===== config.mk =====
export PLATFORM = sky130hd
export DESIGN_NAME = bounded_unique_set_table_core
export DESIGN_NICKNAME = d
export VERILOG_FILES = /design/src/hw/rtl/bust_pkg.sv /design/src/hw/rtl/bounded_unique_set_table_core.sv /design/src/hw/rtl/bust_ram.sv /design/src/hw/rtl/bust_engine.sv
export SDC_FILE = /design/constraint.sdc
export NUM_CORES = 1
export LEC_CHECK = 0
export BUFFER_PORTS_ARGS = -buffer_cell sky130_fd_sc_hd__buf_2
export CAP_MARGIN = 25
export CORE_ASPECT_RATIO = 0.6
export CORE_MARGIN = 1.5
export CORE_UTILIZATION = 35
export CTS_BUF_LIST = sky130_fd_sc_hd__clkbuf_4
export DETAILED_ROUTE_END_ITERATION = 8
export GPL_TIMING_DRIVEN = 0
export MAX_ROUTING_LAYER = met4
export PLACE_DENSITY_LB_ADDON = 0.15
export SYNTH_ARGS = -nofsm -noshare
export SYNTH_HDL_FRONTEND = slang
export SYNTH_SLANG_ARGS = --single-unit

===== constraint.sdc =====
create_clock -name clk -period 3.61 [get_ports clk]
set_clock_uncertainty 0.1 [all_clocks]
set_input_delay 0.1805 -clock clk [delete_from_list [all_inputs] [get_ports clk]]
set_output_delay 0.1805 -clock clk [all_outputs]
set_load 0.05 [all_outputs]

===== src/hw/rtl/bust_pkg.sv =====
// Package for the bounded unique set table: capacity, widths, codes and shared types.
// Used by the top level, the sequencer and the checker; depends on nothing.
package bust_pkg;

	localparam int CAPACITY_ENTRIES = 32;
	localparam int VALUE_W = 32;
	localparam int IDX_W = $clog2(CAPACITY_ENTRIES);
	localparam int CNT_W = $clog2(CAPACITY_ENTRIES + 1);
	localparam int COUNT_OUT_W = 6;

	typedef enum logic [1:0] {
		OP_ADD    = 2'd0,
		OP_REMOVE = 2'd1,
		OP_QUERY  = 2'd2
	} opcode_t;

	typedef enum logic [2:0] {
		ST_ADDED     = 3'd0,
		ST_DUPLICATE = 3'd1,
		ST_FULL      = 3'd2,
		ST_REMOVED   = 3'd3,
		ST_NOT_FOUND = 3'd4,
		ST_PRESENT   = 3'd5,
		ST_ABSENT    = 3'd6
	} status_t;

	typedef enum logic [2:0] {
		S_IDLE,
		S_SCAN,
		S_EXEC,
		S_MOVE,
		S_DONE
	} state_t;

	typedef struct packed {
		status_t                  status;
		logic                     present;
		logic [COUNT_OUT_W-1:0]   count;
	} result_t;

	typedef struct packed {
		logic                 we;
		logic [IDX_W-1:0]     waddr;
		logic [VALUE_W-1:0]   wdata;
		logic [IDX_W-1:0]     raddr;
	} ram_req_t;

endpackage


===== src/hw/rtl/bounded_unique_set_table_core.sv =====
// Top level of the bounded unique set table: sequencer, entry RAM and output register.
// Depends on bust_pkg, bust_ram and bust_engine.
//
// The block holds up to CAPACITY_ENTRIES distinct 32-bit signed values and a count.
// Each input word (opcode, value) is one operation: add, remove or query; an
// unused opcode acts as a query. Each operation yields exactly one output word
// (status, present, count), where count is the number of entries afterward.
// Both channels use valid and ready. The input is taken only while the sequencer
// is idle; one comparator checks one stored entry per cycle from the RAM's
// registered read port, stopping at the first match or at the count.
// After acceptance the sequencer scans the stored entries (no scan when the table
// is empty), then executes the operation, then, for a remove that found its value,
// moves the last entry into the freed slot, and then offers the result to the output
// register; it returns to idle before the next input word is taken. The output
// register holds a finished word while the receiver stalls, and the sequencer may
// accept and process the next word meanwhile; it waits only when it has a second
// result and the output register is still full.
// Reset empties the table at once; the RAM contents are left as they are.
module bounded_unique_set_table_core
	import bust_pkg::*;
(
	input  logic                       clk,
	input  logic                       arst_n,
	input  logic                       in_valid,
	output logic                       in_ready,
	input  logic [1:0]                 opcode,
	input  logic signed [VALUE_W-1:0]  value,
	output logic                       out_valid,
	input  logic                       out_ready,
	output logic [2:0]                 status,
	output logic                       present,
	output logic [COUNT_OUT_W-1:0]     count
);

	ram_req_t             ram_req;
	logic [VALUE_W-1:0]   ram_rdata;
	logic                 res_valid;
	logic                 res_take;
	result_t              res;
	logic                 out_valid_q;
	result_t              out_res_q;

	assign res_take = res_valid && (!out_valid_q || out_ready);

	bust_engine u_engine (
		.clk       (clk),
		.arst_n    (arst_n),
		.in_valid  (in_valid),
		.in_ready  (in_ready),
		.opcode    (opcode),
		.value     (value),
		.ram_req   (ram_req),
		.ram_rdata (ram_rdata),
		.res_valid (res_valid),
		.res_take  (res_take),
		.res       (res)
	);

	bust_ram #(
		.WIDTH (VALUE_W),
		.DEPTH (CAPACITY_ENTRIES)
	) u_ram (
		.clk   (clk),
		.we    (ram_req.we),
		.waddr (ram_req.waddr),
		.wdata (ram_req.wdata),
		.raddr (ram_req.raddr),
		.rdata (ram_rdata)
	);

	always_ff @(posedge clk or negedge arst_n) begin
		if (!arst_n) begin
			out_valid_q <= 1'b0;
		end else if (res_take) begin
			out_valid_q <= 1'b1;
		end else if (out_ready) begin
			out_valid_q <= 1'b0;
		end
	end

	always_ff @(posedge clk) begin
		if (res_take) begin
			out_res_q <= res;
		end
	end

	assign out_valid = out_valid_q;
	assign status = out_res_q.status;
	assign present = out_res_q.present;
	assign count = out_res_q.count;

endmodule


===== src/hw/rtl/bust_ram.sv =====
// Generic single-port-write, single-port-read RAM with a registered read.
// Depends on nothing.
module bust_ram #(
	parameter int WIDTH = 32,
	parameter int DEPTH = 32
) (
	input  logic                     clk,
	input  logic                     we,
	input  logic [$clog2(DEPTH)-1:0] waddr,
	input  logic [WIDTH-1:0]         wdata,
	input  logic [$clog2(DEPTH)-1:0] raddr,
	output logic [WIDTH-1:0]         rdata
);

	logic [WIDTH-1:0] mem_q [DEPTH];

	always_ff @(posedge clk) begin
		if (we) begin
			mem_q[waddr] <= wdata;
		end
		rdata <= mem_q[raddr];
	end

endmodule


===== src/hw/rtl/bust_engine.sv =====
// Sequencer of the set table: scans the stored entries through one comparator,
// then appends, moves the last entry or only reports. Depends on bust_pkg.
module bust_engine
	import bust_pkg::*;
(
	input  logic                 clk,
	input  logic                 arst_n,
	input  logic                 in_valid,
	output logic                 in_ready,
	input  logic [1:0]           opcode,
	input  logic [VALUE_W-1:0]   value,
	output ram_req_t             ram_req,
	input  logic [VALUE_W-1:0]   ram_rdata,
	output logic                 res_valid,
	input  logic                 res_take,
	output result_t              res
);

	state_t               state_q;
	state_t               state_d;
	opcode_t              op_q;
	logic [VALUE_W-1:0]   value_q;
	logic [IDX_W-1:0]     idx_q;
	logic [IDX_W-1:0]     slot_q;
	logic                 found_q;
	logic [CNT_W-1:0]     count_q;
	status_t              status_q;

	logic                 hit;
	logic                 scan_last;
	logic                 table_full;
	logic                 do_append;
	logic [CNT_W-1:0]     last_cnt;
	status_t              exec_status;

	assign hit = (ram_rdata == value_q);
	assign scan_last = ((CNT_W'(idx_q) + CNT_W'(1)) == count_q);
	assign table_full = (count_q == CNT_W'(CAPACITY_ENTRIES));
	assign do_append = (op_q == OP_ADD) && !found_q && !table_full;
	assign last_cnt = count_q - CNT_W'(1);

	always_comb begin
		case (op_q)
			OP_ADD: begin
				if (found_q) begin
					exec_status = ST_DUPLICATE;
				end else if (table_full) begin
					exec_status = ST_FULL;
				end else begin
					exec_status = ST_ADDED;
				end
			end
			OP_REMOVE: begin
				exec_status = found_q ? ST_REMOVED : ST_NOT_FOUND;
			end
			default: begin
				exec_status = found_q ? ST_PRESENT : ST_ABSENT;
			end
		endcase
	end

	always_comb begin
		state_d = state_q;
		case (state_q)
			S_IDLE: begin
				if (in_valid) begin
					state_d = (count_q == '0) ? S_EXEC : S_SCAN;
				end
			end
			S_SCAN: begin
				if (hit || scan_last) begin
					state_d = S_EXEC;
				end
			end
			S_EXEC: begin
				state_d = (op_q == OP_REMOVE && found_q) ? S_MOVE : S_DONE;
			end
			S_MOVE: begin
				state_d = S_DONE;
			end
			S_DONE: begin
				if (res_take) begin
					state_d = S_IDLE;
				end
			end
			default: begin
				state_d = S_IDLE;
			end
		endcase
	end

	always_comb begin
		in_ready = 1'b0;
		res_valid = 1'b0;
		ram_req.we = 1'b0;
		ram_req.waddr = count_q[IDX_W-1:0];
		ram_req.wdata = value_q;
		ram_req.raddr = '0;
		case (state_q)
			S_IDLE: begin
				in_ready = 1'b1;
			end
			S_SCAN: begin
				ram_req.raddr = idx_q + IDX_W'(1);
			end
			S_EXEC: begin
				ram_req.we = do_append;
				ram_req.raddr = last_cnt[IDX_W-1:0];
			end
			S_MOVE: begin
				ram_req.we = 1'b1;
				ram_req.waddr = slot_q;
				ram_req.wdata = ram_rdata;
			end
			S_DONE: begin
				res_valid = 1'b1;
			end
			default: begin
				in_ready = 1'b0;
			end
		endcase
	end

	always_ff @(posedge clk or negedge arst_n) begin
		if (!arst_n) begin
			state_q <= S_IDLE;
			count_q <= '0;
			found_q <= 1'b0;
		end else begin
			state_q <= state_d;
			case (state_q)
				S_IDLE: begin
					if (in_valid) begin
						found_q <= 1'b0;
					end
				end
				S_SCAN: begin
					if (hit) begin
						found_q <= 1'b1;
					end
				end
				S_EXEC: begin
					if (do_append) begin
						count_q <= count_q + CNT_W'(1);
					end
				end
				S_MOVE: begin
					count_q <= last_cnt;
				end
				default: begin
					count_q <= count_q;
				end
			endcase
		end
	end

	always_ff @(posedge clk) begin
		case (state_q)
			S_IDLE: begin
				if (in_valid) begin
					op_q <= opcode_t'(opcode);
					value_q <= value;
					idx_q <= '0;
				end
			end
			S_SCAN: begin
				if (hit) begin
					slot_q <= idx_q;
				end else if (!scan_last) begin
					idx_q <= idx_q + IDX_W'(1);
				end
			end
			S_EXEC: begin
				status_q <= exec_status;
			end
			default: begin
				idx_q <= idx_q;
			end
		endcase
	end

	assign res.status = status_q;
	assign res.present = found_q;
	assign res.count = COUNT_OUT_W'(count_q);

endmodule


==> results.ini <==
[status]
status=finished, violations left
violations=negative setup slack

[yosys]
synth_warnings=0
synth_nets=2468
yosys.area.top_type=edfxtp_1
synth_top_area_share_pct=73.7
seq_area_frac_synth_pct=75.7
synth.distinct_cells=51
synth_edf_count=1081
synth_area_leaders=edfxtp_1 74%, mux2_2 6.5%, mux2i_1 5.8%, o22ai_1 2.3%, dfxtp_1 1.5%
ys_seq_elements=1124
synthArstFlopShare_pct=0.979
syn_area_um2=44100
syn_area_per_cell_um2=18.2
synthFlopType=edfxtp_1
syn_inst=2426

[route]
postRouteAntennaNets=0
wl_per_cell_um=28.0
via_count=25630
avgViaCountPerCell=5.30
totalWireLength_mm=135
dr.pass1.iters=6
drt_iter0_markers=2923
drc_errors=0

[place]
placedCellCount=4223
dpl.hpwl_mm=88.7
portBuffers=49
place_congestion=0.876
pre_cts_ws_ns=-1.36

[setup_path]
worst_r2r_endpoint=u_ram.rdata[27]
criticalPathCategory=reg -> reg
crit_end=u_ram.rdata[27]
setup.worst_path.start_class=flip-flop
rr_startpoint=u_engine.count_q[1]
r2r_slack_ns=-0.02
end_kind=flip-flop
crit_required_ns=4.58
crit_start=u_engine.count_q[1]
arrival_ns=4.60
rr_worst_depth=11
path_max_fanout=10

[sta]
max-slew-margin-rel_pct=40.6
post-route-period-util_pct=101
finalHoldViolations=0
rsz0062_at_grt=yes
slew_violations=0
worst_slack_ns=-0.0181
max_freq_mhz=276
setup_violations=1
tightest_slew_ns=0.887
fin_crit_ns=3.63
tns_ns=-0.0181

[cts]
cts_tree=yes
cts-htree-levels=5
cts_buffer_depth=4
numCtsBuffers=288
clk_latency_ns=1.21
clock-sinks=1124
clockRootBuffer=clkbuf_4
clkSlewWorstSetupHoldPaths_ns=0.08

[power]
power_density_nw_per_um2=870
ir_drop_mv=0.403
total_leakage_power_nw=17.5
power_w=0.0469

[min_path]
hold_path.class=in -> reg
hp-start=value[16]

[floorplanning]
coreArea_um2=124000
initial_core_util_pct=35.4
dieArea_um2=128000
rows=100
fp.dieH_um=278
ioPinCount=50
fp.dieW_um=461

[global_route]
grt_max_degree=33
grt_overflow=0
track_usage_pct=21.6
grt_first_pass_wirelength_mm=188
grt_pass1_vias=25705
antenna_found_initial=6

[layout]
final_common_cell=edfxtp_1
fin_cells=4835
final-seq-area_um2=33400
fill_cells=10902
multiInputGateArea_um2=10700
final_cell_mix=1081 x edfxtp_1, 412 x clkbuf_4, 257 x mux2i_1, 256 x mux2_2, 130 x o22ai_1
drive_gt1_share_pct=35.2
fin_util_pct=43.3
nNetsFinal=3020
area_delta_synth_final_pct=22.4

[flow_run]
max_cap_viol_count=0

timing repair:
| item | in CTS | in global routing |
|---|---|---|
| setup endpoints to repair | 1726 | 1455 |
| buffers inserted | 52 | 14 |
| hold endpoints to repair | 99 | 0 |
| hold buffers | 84 | 0 |
| pin swaps | 29 | 14 |
| resized for setup | 119 | 87 |
worst min path at each step:
stage,slack [ns],depth (start not counted),end
final,0.14,3,u_engine.value_q[16]
after global routing,0.04,3,u_engine.value_q[16]
after CTS,0.004,3,u_engine.value_q[24]
after detailed placement,-0.02,1,u_engine.count_q[4]
after global placement,-0.03,1,u_engine.count_q[4]
after floorplan,-0.22,0,out_valid
state kept, by name, summed over array words and instances (netlist names):
signal	count
count	6
out_valid	1
present	1
status	3
u_engine.count_q	6
u_engine.found_q	1
u_engine.idx_q	5
u_engine.op_q	2
u_engine.slot_q	5
u_engine.state_q	3
u_engine.status_q	3
u_engine.value_q	32
u_ram.mem_q	1024
u_ram.rdata	32
metrics by stage:
stage	hold WS (ns)	area [µm²]
floorplan	-0.215	44100
global placement	-0.0296	46400
detailed placement	-0.0203	48200
CTS	0.00350	53400
global route	0.0439	53900
finish	0.141	53900
layer usage:
metal | wire length, µm | up-vias | share of wire, % | track usage (%)
met5 | 0 | - | 0 | -
met3 | 12200 | 187 | 9.0 | 5.62
li1 | - | 11089 | - | -
met2 | 56300 | 1060 | 42 | 28.8
met1 | 64500 | 13294 | 48 | 32.2
met4 | 2210 | 0 | 1.6 | 6.08
synthesized netlist by cell type (32+ instances only):
library cell	n
clkbuf_1	69
mux2i_1	257
dfxtp_1	32
a221oi_2	39
mux2_2	256
nand2_1	125
a221o_1	63
xnor2_1	42
a221oi_1	57
o22ai_1	161
edfxtp_1	1081
nor2_1	59
cell type report:
type	instances	area share, %
Tap cell	1683	3.91
Antenna cell	8	0.0371
Timing Repair Buffer	265	6.42
Buffer	141	1.79
Clock inverter	57	0.406
Multi-Input combinational cell	1152	19.9
Clock buffer	399	5.56
Inverter	6	0.0418
Sequential cell	1124	61.9
cells by family after synthesis:
kind of cell	after synthesis	share of synthesized area, %
and+or+nand+nor	238	2.37
xor gates and xnor gates	46	0.914
AOI/OAI and AO/OA	350	6.60
buffers and inverters	150	1.84
muxes	514	12.4
DFF	1124	75.7
adders and majority gates	4	0.114
critical path, stage by stage (launching register included):
cell      delay (ns)
dfrtp_2         0.48
inv_1           0.16
ha_1            0.39
or3b_1          0.42
a21oi_1         0.22
o21ai_1         0.13
buf_4           0.30
buf_2           0.33
o22ai_1         0.33
a221oi_2        0.09
o22ai_2         0.49
a221oi_2        0.07
report_power, final:
group	switching [W]	leakage (nW)	total, W	internal (W)
sequential	0.000426	10.1	0.0168	0.0163
combinational	0.0126	5.41	0.0200	0.00740
clock	0.00512	1.95	0.0102	0.00505
Power figures use the tool's default switching activity.
